$ cat config.mk
export PLATFORM = sky130hd
export DESIGN_NAME = moving_average_hysteresis_switch_core_flat
export DESIGN_NICKNAME = d
export VERILOG_FILES = /design/src/hw/rtl/mahs_pkg.sv /design/src/hw/rtl/mahs_ifs.sv /design/src/hw/rtl/mahs_cfg.sv /design/src/hw/rtl/mahs_ring.sv /design/src/hw/rtl/mahs_div.sv /design/src/hw/rtl/moving_average_hysteresis_switch_core.sv /design/src/flat_wrapper.sv
export SDC_FILE = /design/constraint.sdc
export NUM_CORES = 1
export LEC_CHECK = 0
export BUFFER_PORTS_ARGS = -buffer_cell sky130_fd_sc_hd__clkbuf_2
export CORE_MARGIN = 2
export CORE_UTILIZATION = 64
export DETAILED_ROUTE_END_ITERATION = 12
export PLACE_DENSITY = 0.85
export SYNTH_ARGS = -nofsm -noshare
export SYNTH_HDL_FRONTEND = slang
export SYNTH_SLANG_ARGS = --single-unit
$ cat constraint.sdc
create_clock -name i_clk -period 5.3 [get_ports i_clk]
set_input_delay 0.53 -clock i_clk [delete_from_list [all_inputs] [get_ports i_clk]]
set_output_delay 0.53 -clock i_clk [all_outputs]
set_load 0.05 [all_outputs]
$ cat src/hw/rtl/mahs_pkg.sv
// mahs_pkg: widths, reset values, register indexes and FSM type of the
// moving-average hysteresis switch. No dependencies.
package mahs_pkg;

    localparam int WINDOW   = 10;
    localparam int SMP_W    = 12;
    localparam int SUM_W    = 18;
    localparam int FILL_W   = $clog2(WINDOW + 1);
    localparam int PTR_W    = (WINDOW > 1) ? $clog2(WINDOW) : 1;
    localparam int DCNT_W   = $clog2(SUM_W + 1);
    localparam int PADDR_W  = 3;
    localparam int PDATA_W  = 32;

    localparam logic [SMP_W-1:0] DARK_RST  = SMP_W'(1800);
    localparam logic [SMP_W-1:0] LIGHT_RST = SMP_W'(2200);

    localparam logic REG_DARK  = 1'b0;
    localparam logic REG_LIGHT = 1'b1;

    typedef enum logic [1:0] {
        S_IDLE,
        S_READ,
        S_SUM,
        S_DIV
    } t_state;

    typedef struct packed {
        logic [SMP_W-1:0] dark;
        logic [SMP_W-1:0] light;
    } t_thresh;

endpackage

$ cat src/hw/rtl/mahs_ifs.sv
// mahs_in_if / mahs_out_if: valid/ready channels for samples and results.
// Depends on mahs_pkg.
interface mahs_in_if;
    import mahs_pkg::*;
    logic             valid;
    logic             ready;
    logic [SMP_W-1:0] sample;
    modport source (output valid, output sample, input ready);
    modport sink   (input valid, input sample, output ready);
endinterface

interface mahs_out_if;
    import mahs_pkg::*;
    logic             valid;
    logic             ready;
    logic [SMP_W-1:0] average;
    logic             lamp_on;
    logic             switched;
    modport source (output valid, output average, output lamp_on, output switched,
                    input ready);
    modport sink   (input valid, input average, input lamp_on, input switched,
                    output ready);
endinterface

$ cat src/hw/rtl/mahs_cfg.sv
// mahs_cfg: APB register file holding the dark and light thresholds.
// Depends on mahs_pkg.
module mahs_cfg (
    input  logic                          i_clk,
    input  logic                          i_rst_n,
    input  logic                          psel,
    input  logic                          penable,
    input  logic                          pwrite,
    input  logic [mahs_pkg::PADDR_W-1:0]  paddr,
    input  logic [mahs_pkg::PDATA_W-1:0]  pwdata,
    output logic [mahs_pkg::PDATA_W-1:0]  prdata,
    output logic                          pready,
    output mahs_pkg::t_thresh             o_thresh
);
    import mahs_pkg::*;

    logic [SMP_W-1:0] r_dark;
    logic [SMP_W-1:0] r_light;
    logic             wr_en;

    // byte address 4*i, low two bits ignored
    assign wr_en  = psel && penable && pwrite;
    assign pready = 1'b1;

    always_ff @(posedge i_clk) begin
        if (!i_rst_n) begin
            r_dark  <= DARK_RST;
            r_light <= LIGHT_RST;
        end else if (wr_en) begin
            case (paddr[2])
                REG_DARK:  r_dark  <= pwdata[SMP_W-1:0];
                REG_LIGHT: r_light <= pwdata[SMP_W-1:0];
                default:   r_dark  <= r_dark;
            endcase
        end
    end

    always_comb begin
        case (paddr[2])
            REG_DARK:  prdata = PDATA_W'(r_dark);
            REG_LIGHT: prdata = PDATA_W'(r_light);
            default:   prdata = '0;
        endcase
    end

    assign o_thresh.dark  = r_dark;
    assign o_thresh.light = r_light;

endmodule

$ cat src/hw/rtl/mahs_ring.sv
// mahs_ring: sample ring memory, one write port, one registered read port.
// Depends on mahs_pkg.
module mahs_ring (
    input  logic                        i_clk,
    input  logic                        i_rd_en,
    input  logic [mahs_pkg::PTR_W-1:0]  i_rd_addr,
    output logic [mahs_pkg::SMP_W-1:0]  o_rd_data,
    input  logic                        i_wr_en,
    input  logic [mahs_pkg::PTR_W-1:0]  i_wr_addr,
    input  logic [mahs_pkg::SMP_W-1:0]  i_wr_data
);
    import mahs_pkg::*;

    logic [SMP_W-1:0] mem [WINDOW];

    always_ff @(posedge i_clk) begin
        if (i_wr_en) begin
            mem[i_wr_addr] <= i_wr_data;
        end
    end

    always_ff @(posedge i_clk) begin
        if (i_rd_en) begin
            o_rd_data <= mem[i_rd_addr];
        end
    end

endmodule

$ cat src/hw/rtl/mahs_div.sv
// mahs_div: restoring divider, one quotient bit per cycle.
// Depends on mahs_pkg.
module mahs_div (
    input  logic                         i_clk,
    input  logic                         i_rst_n,
    input  logic                         i_start,
    input  logic [mahs_pkg::SUM_W-1:0]   i_dividend,
    input  logic [mahs_pkg::FILL_W-1:0]  i_divisor,
    output logic                         o_done,
    output logic [mahs_pkg::SMP_W-1:0]   o_quot
);
    import mahs_pkg::*;

    logic [SUM_W-1:0]  r_dvd;
    logic [FILL_W-1:0] r_rem;
    logic [FILL_W-1:0] r_dsr;
    logic [DCNT_W-1:0] r_cnt;
    logic              r_busy;
    logic              r_done;
    logic [FILL_W:0]   trial;
    logic [FILL_W:0]   diff;
    logic              ge;

    assign trial = {r_rem, r_dvd[SUM_W-1]};
    assign ge    = trial >= {1'b0, r_dsr};
    assign diff  = trial - {1'b0, r_dsr};

    always_ff @(posedge i_clk) begin
        if (!i_rst_n) begin
            r_busy <= 1'b0;
            r_done <= 1'b0;
            r_cnt  <= '0;
        end else if (i_start) begin
            r_busy <= 1'b1;
            r_done <= 1'b0;
            r_cnt  <= '0;
        end else if (r_busy) begin
            r_cnt <= r_cnt + 1'b1;
            if (r_cnt == DCNT_W'(SUM_W - 1)) begin
                r_busy <= 1'b0;
                r_done <= 1'b1;
            end
        end
    end

    always_ff @(posedge i_clk) begin
        if (i_start) begin
            r_dvd <= i_dividend;
            r_rem <= '0;
            r_dsr <= i_divisor;
        end else if (r_busy) begin
            r_dvd <= {r_dvd[SUM_W-2:0], ge};
            r_rem <= ge ? diff[FILL_W-1:0] : trial[FILL_W-1:0];
        end
    end

    // mean of 12-bit samples always fits 12 bits
    assign o_done = r_done;
    assign o_quot = r_dvd[SMP_W-1:0];

endmodule

$ cat src/hw/rtl/moving_average_hysteresis_switch_core.sv
// moving_average_hysteresis_switch_core: top level; ring memory, running sum,
// divider and hysteresis switch. Depends on mahs_pkg, mahs_ifs, mahs_cfg,
// mahs_ring, mahs_div.
//
//  channel   dir   handshake        payload
//  in_ch     in    valid / ready    sample[11:0]
//  out_ch    out   valid / ready    average[11:0], lamp_on, switched
//  apb       in    psel/penable     dark (0x0), light (0x4) thresholds
//
// Sequence: an item is accepted in S_IDLE and the oldest ring entry is read;
// in S_SUM the sum is updated and the divider started; in S_DIV the divider
// finds one quotient bit per cycle, then the result is loaded. The block takes
// one item at a time; the next sample can be taken the cycle after the load.
// Reset: synchronous, active low; clears sum, fill count, write pointer and
// lamp state. The ring is not cleared: a read entry is only used once full.
// Stalls: a result waits in the output register; the block still accepts the
// next request and only holds in the divide state if the previous result has
// not been taken by the time the new one is ready.
module moving_average_hysteresis_switch_core (
    input  logic                          i_clk,
    input  logic                          i_rst_n,
    mahs_in_if.sink                       in_ch,
    mahs_out_if.source                    out_ch,
    input  logic                          psel,
    input  logic                          penable,
    input  logic                          pwrite,
    input  logic [mahs_pkg::PADDR_W-1:0]  paddr,
    input  logic [mahs_pkg::PDATA_W-1:0]  pwdata,
    output logic [mahs_pkg::PDATA_W-1:0]  prdata,
    output logic                          pready
);
    import mahs_pkg::*;

    t_state            r_state;
    t_state            n_state;
    t_thresh           thresh;

    // item state
    logic [PTR_W-1:0]  r_pos;
    logic [FILL_W-1:0] r_fill;
    logic [SUM_W-1:0]  r_sum;
    logic              r_lamp;
    logic [SMP_W-1:0]  r_sample;

    // output register
    logic              r_out_valid;
    logic [SMP_W-1:0]  r_out_avg;
    logic              r_out_lamp;
    logic              r_out_sw;

    // control strobes
    logic              accept;
    logic              ring_wr;
    logic              div_start;
    logic              out_load;

    logic [SMP_W-1:0]  rd_data;
    logic              full;
    logic [SUM_W-1:0]  n_sum;
    logic [FILL_W-1:0] n_fill;
    logic [PTR_W-1:0]  n_pos;
    logic              div_done;
    logic [SMP_W-1:0]  div_quot;
    logic              n_lamp;

    mahs_cfg u_cfg (
        .i_clk    (i_clk),
        .i_rst_n  (i_rst_n),
        .psel     (psel),
        .penable  (penable),
        .pwrite   (pwrite),
        .paddr    (paddr),
        .pwdata   (pwdata),
        .prdata   (prdata),
        .pready   (pready),
        .o_thresh (thresh)
    );

    // read the oldest entry at accept; the data is held from S_READ through S_SUM
    mahs_ring u_ring (
        .i_clk     (i_clk),
        .i_rd_en   (accept),
        .i_rd_addr (r_pos),
        .o_rd_data (rd_data),
        .i_wr_en   (ring_wr),
        .i_wr_addr (r_pos),
        .i_wr_data (r_sample)
    );

    mahs_div u_div (
        .i_clk      (i_clk),
        .i_rst_n    (i_rst_n),
        .i_start    (div_start),
        .i_dividend (n_sum),
        .i_divisor  (n_fill),
        .o_done     (div_done),
        .o_quot     (div_quot)
    );

    // sum update: drop oldest only once the window is full
    assign full   = (r_fill == FILL_W'(WINDOW));
    assign n_sum  = full ? (r_sum - SUM_W'(rd_data) + SUM_W'(r_sample))
                         : (r_sum + SUM_W'(r_sample));
    assign n_fill = full ? r_fill : r_fill + 1'b1;
    assign n_pos  = (r_pos == PTR_W'(WINDOW - 1)) ? '0 : r_pos + 1'b1;

    // hysteresis on the fresh mean
    assign n_lamp = r_lamp ? !(div_quot > thresh.light) : (div_quot < thresh.dark);

    assign accept = in_ch.valid && in_ch.ready;

    always_ff @(posedge i_clk) begin
        if (!i_rst_n) begin
            r_state <= S_IDLE;
        end else begin
            r_state <= n_state;
        end
    end

    always_comb begin
        n_state     = r_state;
        in_ch.ready = 1'b0;
        ring_wr     = 1'b0;
        div_start   = 1'b0;
        out_load    = 1'b0;
        case (r_state)
            S_IDLE: begin
                in_ch.ready = 1'b1;
                if (in_ch.valid) begin
                    n_state = S_READ;
                end
            end
            S_READ: begin
                n_state = S_SUM;
            end
            S_SUM: begin
                ring_wr   = 1'b1;
                div_start = 1'b1;
                n_state   = S_DIV;
            end
            S_DIV: begin
                // hold here while the divider runs or the previous result is still unclaimed
                if (div_done && (!r_out_valid || out_ch.ready)) begin
                    out_load = 1'b1;
                    n_state  = S_IDLE;
                end
            end
            default: begin
                n_state = S_IDLE;
            end
        endcase
    end

    always_ff @(posedge i_clk) begin
        if (!i_rst_n) begin
            r_pos  <= '0;
            r_fill <= '0;
            r_sum  <= '0;
            r_lamp <= 1'b0;
        end else begin
            if (ring_wr) begin
                r_pos  <= n_pos;
                r_fill <= n_fill;
                r_sum  <= n_sum;
            end
            if (out_load) begin
                r_lamp <= n_lamp;
            end
        end
    end

    always_ff @(posedge i_clk) begin
        if (accept) begin
            r_sample <= in_ch.sample;
        end
    end

    always_ff @(posedge i_clk) begin
        if (!i_rst_n) begin
            r_out_valid <= 1'b0;
        end else if (out_load) begin
            r_out_valid <= 1'b1;
        end else if (out_ch.ready) begin
            r_out_valid <= 1'b0;
        end
    end

    always_ff @(posedge i_clk) begin
        if (out_load) begin
            r_out_avg  <= div_quot;
            r_out_lamp <= n_lamp;
            r_out_sw   <= n_lamp ^ r_lamp;
        end
    end

    assign out_ch.valid    = r_out_valid;
    assign out_ch.average  = r_out_avg;
    assign out_ch.lamp_on  = r_out_lamp;
    assign out_ch.switched = r_out_sw;

    // fill count never passes the window size
    a_fill_bound: assert property (@(posedge i_clk) disable iff (!i_rst_n)
        r_fill <= FILL_W'(WINDOW))
        else $error("fill count above window");

    // write pointer stays inside the ring
    a_pos_bound: assert property (@(posedge i_clk) disable iff (!i_rst_n)
        r_pos <= PTR_W'(WINDOW - 1))
        else $error("write pointer out of ring");

    // one item at a time: no request taken right after an accept
    a_one_item: assert property (@(posedge i_clk) disable iff (!i_rst_n)
        accept |=> !in_ch.ready)
        else $error("request accepted while item in flight");

    // a loaded result carries the lamp state now held internally
    a_lamp_match: assert property (@(posedge i_clk) disable iff (!i_rst_n)
        out_load |=> (r_out_lamp == r_lamp) && r_out_valid)
        else $error("result lamp state mismatch");

endmodule
$ cat src/flat_wrapper.sv
// flat-port wrapper written by rule: the top's interface ports become plain ports
module moving_average_hysteresis_switch_core_flat import mahs_pkg::*;
  (i_clk, i_rst_n, psel, penable, pwrite, paddr, pwdata, prdata, pready, in_ch_valid, in_ch_sample, in_ch_ready, out_ch_valid, out_ch_average, out_ch_lamp_on, out_ch_switched, out_ch_ready);
  mahs_in_if in_ch_i ();
  mahs_out_if out_ch_i ();
  input  logic i_clk;
  input  logic i_rst_n;
  input  logic psel;
  input  logic penable;
  input  logic pwrite;
  input  logic [mahs_pkg::PADDR_W-1:0] paddr;
  input  logic [mahs_pkg::PDATA_W-1:0] pwdata;
  output logic [mahs_pkg::PDATA_W-1:0] prdata;
  output logic pready;
  input wire logic [$bits(in_ch_i.valid)-1:0] in_ch_valid;
  input wire logic [$bits(in_ch_i.sample)-1:0] in_ch_sample;
  output wire logic [$bits(in_ch_i.ready)-1:0] in_ch_ready;
  output wire logic [$bits(out_ch_i.valid)-1:0] out_ch_valid;
  output wire logic [$bits(out_ch_i.average)-1:0] out_ch_average;
  output wire logic [$bits(out_ch_i.lamp_on)-1:0] out_ch_lamp_on;
  output wire logic [$bits(out_ch_i.switched)-1:0] out_ch_switched;
  input wire logic [$bits(out_ch_i.ready)-1:0] out_ch_ready;
  assign in_ch_i.valid = in_ch_valid;
  assign in_ch_i.sample = in_ch_sample;
  assign in_ch_ready = in_ch_i.ready;
  assign out_ch_valid = out_ch_i.valid;
  assign out_ch_average = out_ch_i.average;
  assign out_ch_lamp_on = out_ch_i.lamp_on;
  assign out_ch_switched = out_ch_i.switched;
  assign out_ch_i.ready = out_ch_ready;
  moving_average_hysteresis_switch_core u_core (.i_clk(i_clk), .i_rst_n(i_rst_n), .in_ch(in_ch_i), .out_ch(out_ch_i), .psel(psel), .penable(penable), .pwrite(pwrite), .paddr(paddr), .pwdata(pwdata), .prdata(prdata), .pready(pready));
endmodule
==> flow_metrics.tcl, run 1 <==
set metrics [dict create \
    period_minus_slack_ps 3600 \
    routedWlPerCell_um 18.9 \
    ctsHoldBuffers 0 \
    grt_first_pass_wirelength_mm 40.5 \
    leakage_nw 5.16 \
    synth_top_cell_by_area "edfxtp_1" \
    totalPowerFinal_mw 6.78 \
    grt_max_degree 61 \
    drive_above_1_share_pct 13.4 \
    cp.depth 11 \
    area_growth_pct 9.86 \
    dr_total_vias 8150 \
    root_buffer "clkbuf_16" \
    stdcell_area_mm2 0.0135 \
    rsz0062_at_grt "false" \
    finalSetupTns_ps 0 \
    async_flop_share_pct 0 \
    postCtsSetupBuffers 0 \
    ant_nets 0 \
    endpoint_kind "flip-flop" \
    die_y_um 143 \
    synthXorXnorAreaFrac_pct 2.49 \
    holdWs_ps 169 \
    numCtsBuffers 25 \
    drc 0 \
    clock_skew_ps 8.73 \
    cp_slowest_cell "edfxtp_1" \
    cts_repair_resize_count 0 \
    cap_violations 0 \
    hold_violations 0 \
    grtUsageTotal_pct 25.5 \
    max_clock_freq_mhz 278 \
    setup_viol 0 \
    crit_arrival_ps 3880 \
    worstSetupPathType "reg2reg" \
    drt-initial-drc-count 571 \
    die_x_um 143 \
    gp_congestion 0.921 \
    endpoint "u_core.u_div.r_dvd[17]$_DFFE_PP_" \
    r2r-start "u_core.r_sample[1]$_DFFE_PP_" \
    reg2reg_to "u_core.u_div.r_dvd[17]$_DFFE_PP_" \
    via_per_inst 6.05 \
    synthTopCellsByArea "edfxtp_1, dfxtp_1, ha_1" \
    crit_buf_inv 2 \
    synth_ff_type "edfxtp_1" \
    routed_wl_mm 25.5 \
    final_cell_mix "edfxtp_1, inv_1, nand2_1" \
    hold_path.class "in2reg" \
    synth_compound_area_share_pct 12.4 \
    drt-pass1-iter-count 5 \
    cp_max_fo 13 \
    postSynthCellCount 1043 \
    grt_pass1_vias 8153 \
    final_common_cell "edfxtp_1" \
    dp_hpwl_mm 16.9 \
    clkSinkCount 245 \
    relSlewSlack_pct 13.0 \
    antenna_found_initial 0 \
    yosysSeqAreaShare_pct 54.5 \
    status "finished clean" \
    synth_top_family_by_area "compound AO/OA/AOI/OAI gates" \
    syn_avg_cell_area_um2 11.8 \
    dieArea_mm2 0.0204 \
    core-area_mm2 0.0188 \
    cts_htree_levels 1 \
    slowest_delay_ps 650 \
    fin_crit_sh_pct 68.0 \
    finalMaxSlewViolations 0 \
    syn_area_mm2 0.0123 \
    post-route-util_pct 72.1 \
    row_count 50 \
    synth_top_area_share_pct 43.9 \
    fin_nets 1230 \
    synth.distinct_cells 70 \
    start_util_pct 65.6 \
    num_antenna_cells 0 \
    tritoncts "built" \
    clk_latency_ps 530 \
    path_cells "inv_1 > fa_1 > inv_1 > ha_1 > a211oi_2 > o21ai_1 > o21a_1 > a31o_1 > a311oi_2 > a21oi_1 > a221o_1" \
    ys_seq_elements 245 \
    cp_top_family "compound AO/OA/AOI/OAI gates" \
    path_clk_slew_ps 60 \
    cp-start-kind "flip-flop" \
    dpl_cell_area_mm2 0.0127 \
    cp.required_ps 5580 \
    worst_pin_slew_ps 1300 \
    r2r_slack_ps 1700 \
    startpoint "u_core.r_sample[1]$_DFFE_PP_" \
    ff2ff_path_depth 11 \
    synth.area.mux_share_pct 6.60 \
    io_pins 103 \
    io_buffers 59 \
    cts_max_path_buffers 3 \
    synth_edf_count 180 \
    crit_top_cell "inv_1" \
    synthSimpleGateAreaFrac_pct 8.96 \
    ys_warn_count 0 \
    synthAdderAreaFrac_pct 9.19 \
    irDropWorstVdd_v 0.000353 \
    power_density_mw_per_mm2 501 \
    overflow 0 \
]
[report_power, final]
group / internal [mW] / switching [mW] / total [mW] / leakage [nW]
sequential: 2.42 / 0.271 / 2.69 / 2.17
clock: 0.986 / 0.726 / 1.71 / 0.388
combinational: 1.01 / 1.36 / 2.37 / 2.61
total: 4.42 / 2.35 / 6.78 / 5.16
[final cells by class]
cell class | count | area [µm²]
repair buffers | 70 | 378
clock inverters | 13 | 128
clock buffers | 33 | 666
flip-flops and latches | 245 | 6710
multi-input cells | 653 | 4980
well taps | 234 | 293
fillers | 1251 | 5240
inverters | 99 | 372
[cell families after synthesis]
group	count (synthesis)
simple gates	235
buf+inv	164
other cells	2
flops	245
mux	51
fa+ha+maj	82
compound gates	229
xor+xnor	35
[worst min path at each step]
stage               cells past startpoint  slack, ps                                   end                                 start
finish                                  1        170          u_core.r_sample[6]$_DFFE_PP_                       in_ch_sample[6]
global route                            1        150          u_core.r_sample[9]$_DFFE_PP_                       in_ch_sample[9]
CTS                                     1        140          u_core.r_sample[6]$_DFFE_PP_                       in_ch_sample[6]
detailed placement                      2        450   u_core.u_cfg.r_dark[2]$_SDFFE_PN0P_   u_core.u_cfg.r_dark[2]$_SDFFE_PN0P_
global placement                        2        440   u_core.u_cfg.r_dark[5]$_SDFFE_PN0P_   u_core.u_cfg.r_dark[5]$_SDFFE_PN0P_
floorplan                               2        440  u_core.u_cfg.r_dark[11]$_SDFFE_PN0P_  u_core.u_cfg.r_dark[11]$_SDFFE_PN0P_
[layer usage]
metal / vias to the layer above / part of all wire [%] / track usage [%]
li1: 3837 / - / -
met1: 3949 / 41 / 33.2
met2: 303 / 50 / 43.2
met3: 61 / 5.8 / 3.79
met4: 0 / 3.7 / 10.8
met5: - / 0 / 0
[sequential cells by signal (all words and copies together), names as in the netlist, 5 cells and up]
name	count
u_core.u_cfg.r_dark	12
u_core.r_sum	18
u_core.u_ring.mem	120
u_core.u_div.r_cnt	5
u_core.out_ch.average	12
u_core.r_sample	12
u_core.u_div.r_dvd	18
u_core.u_ring.o_rd_data	12
u_core.u_cfg.r_light	12
[cells in the mapped netlist (4+ instances only)]
master / number
a31oi_1: 6
o211ai_1: 17
a41oi_1: 4
a21oi_1: 66
ha_1: 68
nor2b_1: 19
fa_1: 14
mux2i_1: 26
inv_1: 98
a22oi_1: 4
a21o_1: 15
xor2_1: 12
nand2b_1: 10
xnor2_1: 23
buf_2: 8
nand3b_1: 4
dfxtp_1: 65
buf_1: 4
nand2_1: 91
o21a_1: 11
a211oi_1: 25
o21ai_0: 42
nor3_1: 16
buf_4: 21
o211a_1: 5
mux4_2: 24
nand3_1: 15
nand4_1: 7
edfxtp_1: 180
and4_1: 5
or3_1: 4
clkbuf_1: 31
nor2_1: 53
[through the flow]
stage               worst slack [ps]  instances
floorplan                       2140       1062
global placement                1840       1301
detailed placement              1710       1301
CTS                             1690       1347
global route                    1500       1347
finish                          1700       1347
Power figures use the tool's default switching activity.
==> inputs of run 2 (changes only) <==
- CORE_UTILIZATION: 64 -> 60
- PLACE_DENSITY: 0.85 -> 0.8
- clock period: 5.3 -> 3.5 ns (I/O delays scaled with it)
==> run 2 against run 1 <==
Effect of this change:
- clock power up 66%
- die area is 6.5% higher
- maximum frequency increased by 11%
- global-route usage is 1.0 points lower
- first-iteration DRC count grew 4.0%
- register-to-register slack lost 1400 ps
- design area up 2.6%
- critical path type unchanged
- largest power group unchanged
- highest routed layer unchanged
==> flow_metrics.tcl, run 2 (same netlist as run 1, synthesis figures left out) <==
set metrics [dict create \
    worst_pin_slew_ps 1110 \
    top_register "u_core.u_ring.mem" \
    endpoint "u_core.u_div.r_dvd[17]$_DFFE_PP_" \
    fin_ws_ps 254 \
    max_clock_freq_mhz 308 \
    slowest_delay_ps 600 \
    area_growth_pct 12.7 \
    finalMaxSlewViolations 0 \
    grt_max_degree 50 \
    leakage_nw 5.33 \
    clkSinkCount 245 \
    clk_latency_ps 540 \
    totalPowerFinal_mw 10.6 \
    cap_violations 0 \
    dpl_cell_area_mm2 0.0129 \
    setup_viol 0 \
    hold_path.class "in2reg" \
    holdWs_ps 32.1 \
    die_x_um 147 \
    dp_hpwl_mm 17.5 \
    pre_cts_slack_ps 301 \
    endpoint_kind "flip-flop" \
    drc 0 \
    reg2reg_to "u_core.u_div.r_dvd[17]$_DFFE_PP_" \
    routedWlPerCell_um 18.7 \
    core-area_mm2 0.0202 \
    cp_slowest_cell "fa_1" \
    ant_nets 0 \
    tritoncts "built" \
    r2r_slack_ps 250 \
    io_buffers 59 \
    hold_violations 0 \
    cts_htree_levels 1 \
    drt-pass1-iter-count 7 \
    stdcell_area_mm2 0.0139 \
    numCtsBuffers 26 \
    drt-initial-drc-count 594 \
    row_count 52 \
    final_cell_mix "edfxtp_1, inv_1, nand2_1" \
    die_y_um 147 \
    ff2ff_path_depth 10 \
    dieArea_mm2 0.0217 \
    worstSetupPathType "reg2reg" \
    path_clk_slew_ps 60 \
    cts_max_path_buffers 3 \
    fin_crit_sh_pct 92.7 \
    overflow 0 \
    clock_skew_ps 21.9 \
    via_per_inst 5.86 \
    relSlewSlack_pct 25.8 \
    routed_wl_mm 26.3 \
    crit_arrival_ps 3520 \
    grt_first_pass_wirelength_mm 42.1 \
    power_density_mw_per_mm2 761 \
    cp.required_ps 3780 \
    io_pins 103 \
    status "finished clean" \
    dr_total_vias 8242 \
    cp-start-kind "flip-flop" \
    finalSetupTns_ps 0 \
    irDropWorstVdd_v 0.000714 \
    path_cells "fa_1 > inv_1 > ha_1 > a211oi_2 > o21ai_1 > o21a_1 > a31o_1 > a311oi_2 > a21oi_1 > a221o_1" \
    drive_above_1_share_pct 15.4 \
    final_common_cell "edfxtp_1" \
    gp_congestion 0.891 \
    period_minus_slack_ps 3250 \
    root_buffer "clkbuf_16" \
    cts_repair_resize_count 0 \
    cp_max_fo 5 \
    largest_register_ffs 120 \
    grtUsageTotal_pct 24.5 \
    rsz0062_at_grt "false" \
    num_antenna_cells 0 \
    fin_nets 1253 \
    grt_pass1_vias 7960 \
    startpoint "u_core.u_ring.o_rd_data[1]$_DFFE_PP_" \
    antenna_found_initial 0 \
    start_util_pct 61.0 \
    reg_top3 "u_core.u_ring.mem x120, u_core.r_sum x18, u_core.u_div.r_dvd x18" \
    r2r-start "u_core.u_ring.o_rd_data[1]$_DFFE_PP_" \
]
[run 2: cell count changes in the layout (fill, tap and decap cells not counted), moves of 2 or more]
cell / previous run / this run
buf_4: 11 / 28
clkbuf_16: 25 / 27
dlygate4sd3_1: 0 / 4
clkinv_1: 4 / 0
clkinvlp_4: 1 / 3
clkbuf_8: 1 / 3
nor3_2: 0 / 2
nor3_1: 16 / 14
[run 2: area by class of cell]
type / instances / area [µm²]
flip-flops and latches: 245 / 6710
fillers: 1441 / 6290
multi-input cells: 653 / 4990
clock buffers: 36 / 739
repair buffers: 92 / 566
inverters: 99 / 372
well taps: 270 / 338
clock inverters: 12 / 169
[run 2: metrics by stage]
stage / utilization [%] / cells
final: 68.8 / 1407
after global routing: 68.8 / 1407
after global placement: 64.1 / 1355
after floorplan: - / 1062
after detailed placement: 64.1 / 1355
after CTS: 68.8 / 1406
[run 2: critical path, delay by kind of cell (launching register included)]
family / cells / cell delay (ps)
compound gates: 7 / 1630
fa+ha+maj: 2 / 910
flops: 1 / 400
buf+inv: 1 / 60
[run 2: where the power goes]
group / internal, mW / total, mW / leakage [nW] / switching [mW]
Combinational: 1.58 / 3.80 / 2.73 / 2.22
Sequential: 3.67 / 3.93 / 2.17 / 0.260
Clock: 1.71 / 2.84 / 0.436 / 1.13
Total: 6.96 / 10.6 / 5.33 / 3.61
[run 2: routing by layer]
layer / share of wire [%] / track usage (%) / wire, µm
met5: 0 / 0 / 0
met4: 2.1 / 6.06 / 549
met3: 6.0 / 3.51 / 1580
met2: 49 / 41.2 / 13000
met1: 43 / 34.1 / 11200
[run 2: worst min-delay path by stage]
stage | cells past startpoint | startpoint | slack, ps | endpoint
floorplan | 2 | u_core.u_cfg.r_dark[11]$_SDFFE_PN0P_ | 440 | u_core.u_cfg.r_dark[11]$_SDFFE_PN0P_
global placement | 2 | u_core.u_cfg.r_dark[11]$_SDFFE_PN0P_ | 440 | u_core.u_cfg.r_dark[11]$_SDFFE_PN0P_
detailed placement | 2 | u_core.u_cfg.r_dark[11]$_SDFFE_PN0P_ | 450 | u_core.u_cfg.r_dark[11]$_SDFFE_PN0P_
CTS | 1 | in_ch_sample[6] | 0.3 | u_core.r_sample[6]$_DFFE_PP_
global route | 1 | in_ch_sample[4] | 8 | u_core.r_sample[4]$_DFFE_PP_
finish | 1 | in_ch_sample[9] | 30 | u_core.r_sample[9]$_DFFE_PP_
[run 2: what timing repair did]
action	in CTS	in global routing
hold buffers	3	1
endpoints found under the hold margin	3	1
buffers inserted	0	0
==> inputs of run 3 (changes only) <==
- CORE_UTILIZATION: 60 -> 54
- PLACE_DENSITY: 0.8 -> 0.76
- clock period: 3.5 -> 2.8 ns (I/O delays scaled with it)
==> run 3 against run 2 <==
Effect of this change:
- the flow now finishes with violations (setup timing)
- hold slack got worse by 23 ps
- via count rose by 4.1%
- utilization fell by 2.7 points
- critical path type unchanged
- register-to-register slack got worse by 440 ps
- critical endpoint unchanged
==> flow_metrics.tcl, run 3 (same netlist as run 1, synthesis figures left out) <==
set metrics [dict create \
    via_per_inst 5.67 \
    routed_wl_mm 27.8 \
    irDropWorstVdd_v 0.000577 \
    clk_latency_ps 540 \
    grtUsageTotal_pct 23.1 \
    drive_above_1_share_pct 23.6 \
    io_pins 103 \
    gp_congestion 0.887 \
    r2r-start "u_core.r_sum[10]$_SDFFE_PN0P_" \
    dp_hpwl_mm 18.8 \
    top_register "u_core.u_ring.mem" \
    hold_path_depth 3 \
    fin_nets 1343 \
    largest_register_ffs 120 \
    drt-initial-drc-count 560 \
    dp.cells 1431 \
    cp_max_fo 3 \
    status "finished with violations" \
    io_buffers 59 \
    min_to "u_core.u_cfg.r_dark[3]$_SDFFE_PN1P_" \
    drt-pass1-iter-count 6 \
    start_util_pct 54.7 \
    startpoint "u_core.r_sum[10]$_SDFFE_PN0P_" \
    num_antenna_cells 0 \
    numCtsBuffers 26 \
    worstSetupPathType "reg2reg" \
    grt_first_pass_wirelength_mm 44.0 \
    core-area_mm2 0.0225 \
    fin_crit_sh_pct 107 \
    clkSinkCount 245 \
    leakage_nw 5.76 \
    period_minus_slack_ps 2990 \
    rsz0062_at_grt "true" \
    final_cells 1512 \
    crit_arrival_ps 3270 \
    fin_ws_ps -188 \
    dpl_cell_area_mm2 0.0135 \
    cts_max_path_buffers 3 \
    finalMaxSlewViolations 0 \
    path_cells "inv_1 > fa_1 > inv_2 > ha_4 > a21o_1 > o41a_1 > a31o_1 > a311oi_2 > a21oi_2 > a221o_1" \
    overflow 0 \
    clock_skew_ps 15.2 \
    die_y_um 155 \
    antenna_found_initial 0 \
    cp-start-kind "flip-flop" \
    endpoint_kind "flip-flop" \
    final_common_cell "edfxtp_1" \
    cp_slowest_cell "fa_1" \
    setup_viol 12 \
    hold_violations 0 \
    ant_nets 0 \
    power_density_mw_per_mm2 981 \
    die_x_um 155 \
    reg_top3 "u_core.u_ring.mem x120, u_core.r_sum x18, u_core.u_div.r_dvd x18" \
    ff2ff_path_depth 10 \
    cp.required_ps 3090 \
    cts_htree_levels 1 \
    max_clock_freq_mhz 335 \
    slowest_delay_ps 550 \
    hold_path.class "in2reg" \
    relSlewSlack_pct 46.3 \
    cap_violations 0 \
    grt_pass1_vias 8461 \
    final_cell_mix "edfxtp_1, inv_1, buf_4" \
    tritoncts "built" \
    root_buffer "clkbuf_16" \
    reg2reg_to "u_core.u_div.r_dvd[17]$_DFFE_PP_" \
    r2r_slack_ps -190 \
    drc 0 \
    violations "setup timing" \
    routedWlPerCell_um 18.4 \
    dr_total_vias 8578 \
    path_clk_slew_ps 60 \
    grt_max_degree 36 \
    area_growth_pct 20.9 \
    post-route-util_pct 66.1 \
    row_count 55 \
    dieArea_mm2 0.0240 \
    worst_pin_slew_ps 805 \
    min-delay-start "pwdata[3]" \
    stdcell_area_mm2 0.0149 \
]
-- run 3: worst max path at each step --
stage	end	slack (ps)	depth (start not counted)
2_1_floorplan	u_core.u_div.r_dvd[17]$_DFFE_PP_	-260	11
3_3_place_gp	u_core.u_div.r_dvd[17]$_DFFE_PP_	-210	10
3_5_place_dp	u_core.u_div.r_dvd[17]$_DFFE_PP_	-260	10
4_1_cts	u_core.u_div.r_dvd[17]$_DFFE_PP_	-150	10
5_1_grt	u_core.u_div.r_dvd[14]$_DFFE_PP_	-270	10
6_report	u_core.u_div.r_dvd[17]$_DFFE_PP_	-190	10
-- run 3: cell type report --
| class | instances | area [µm²] |
|---|---|---|
| Clock buffer | 35 | 684 |
| Clock inverter | 13 | 140 |
| Fill cell | 1617 | 7620 |
| Inverter | 99 | 372 |
| Multi-Input combinational cell | 653 | 5260 |
| Sequential cell | 245 | 6710 |
| Tap cell | 285 | 357 |
| Timing Repair Buffer | 182 | 1350 |
-- run 3: critical path: cells and delay by family (launching register included) --
| kind | cells | cell delay, ps |
|---|---|---|
| AO/OA/AOI/OAI | 6 | 1530 |
| adder cells (fa/ha/maj) | 2 | 770 |
| flip-flops | 1 | 320 |
| buffers and inverters | 2 | 100 |
-- run 3: metrics by stage --
step	hold slack (ps)	setup TNS, ps	total power, mW	worst slack, ps
after floorplan	379	-437	8.69	-263
after global placement	442	-745	10.3	-211
after detailed placement	447	-1400	10.5	-256
after CTS	0.123	-845	14.2	-152
after global routing	30.2	-2940	15.4	-272
final	9.05	-1290	14.6	-188
-- run 3: where the power goes --
| part | switching (mW) | internal [mW] | leakage [nW] | total [mW] |
|---|---|---|---|---|
| clock network | 1.38 | 1.91 | 0.401 | 3.29 |
| logic | 3.36 | 3.05 | 3.19 | 6.41 |
| registers | 0.315 | 4.59 | 2.17 | 4.90 |
| total | 5.05 | 9.55 | 5.76 | 14.6 |
-- run 3: per-layer routing --
metal	track usage (%)	part of all wire (%)
met4	5.82	2.3
met1	32.0	44
met2	39.4	49
met5	0	0
met3	2.23	4.0
-- run 3: what timing repair did --
item | in CTS | in global routing
endpoints found under the setup margin | 15 | 22
hold buffers | 23 | 0
endpoints found under the hold margin | 31 | 0
setup buffers | 8 | 4
gates resized for setup | 16 | 34
pin swaps | 17 | 21
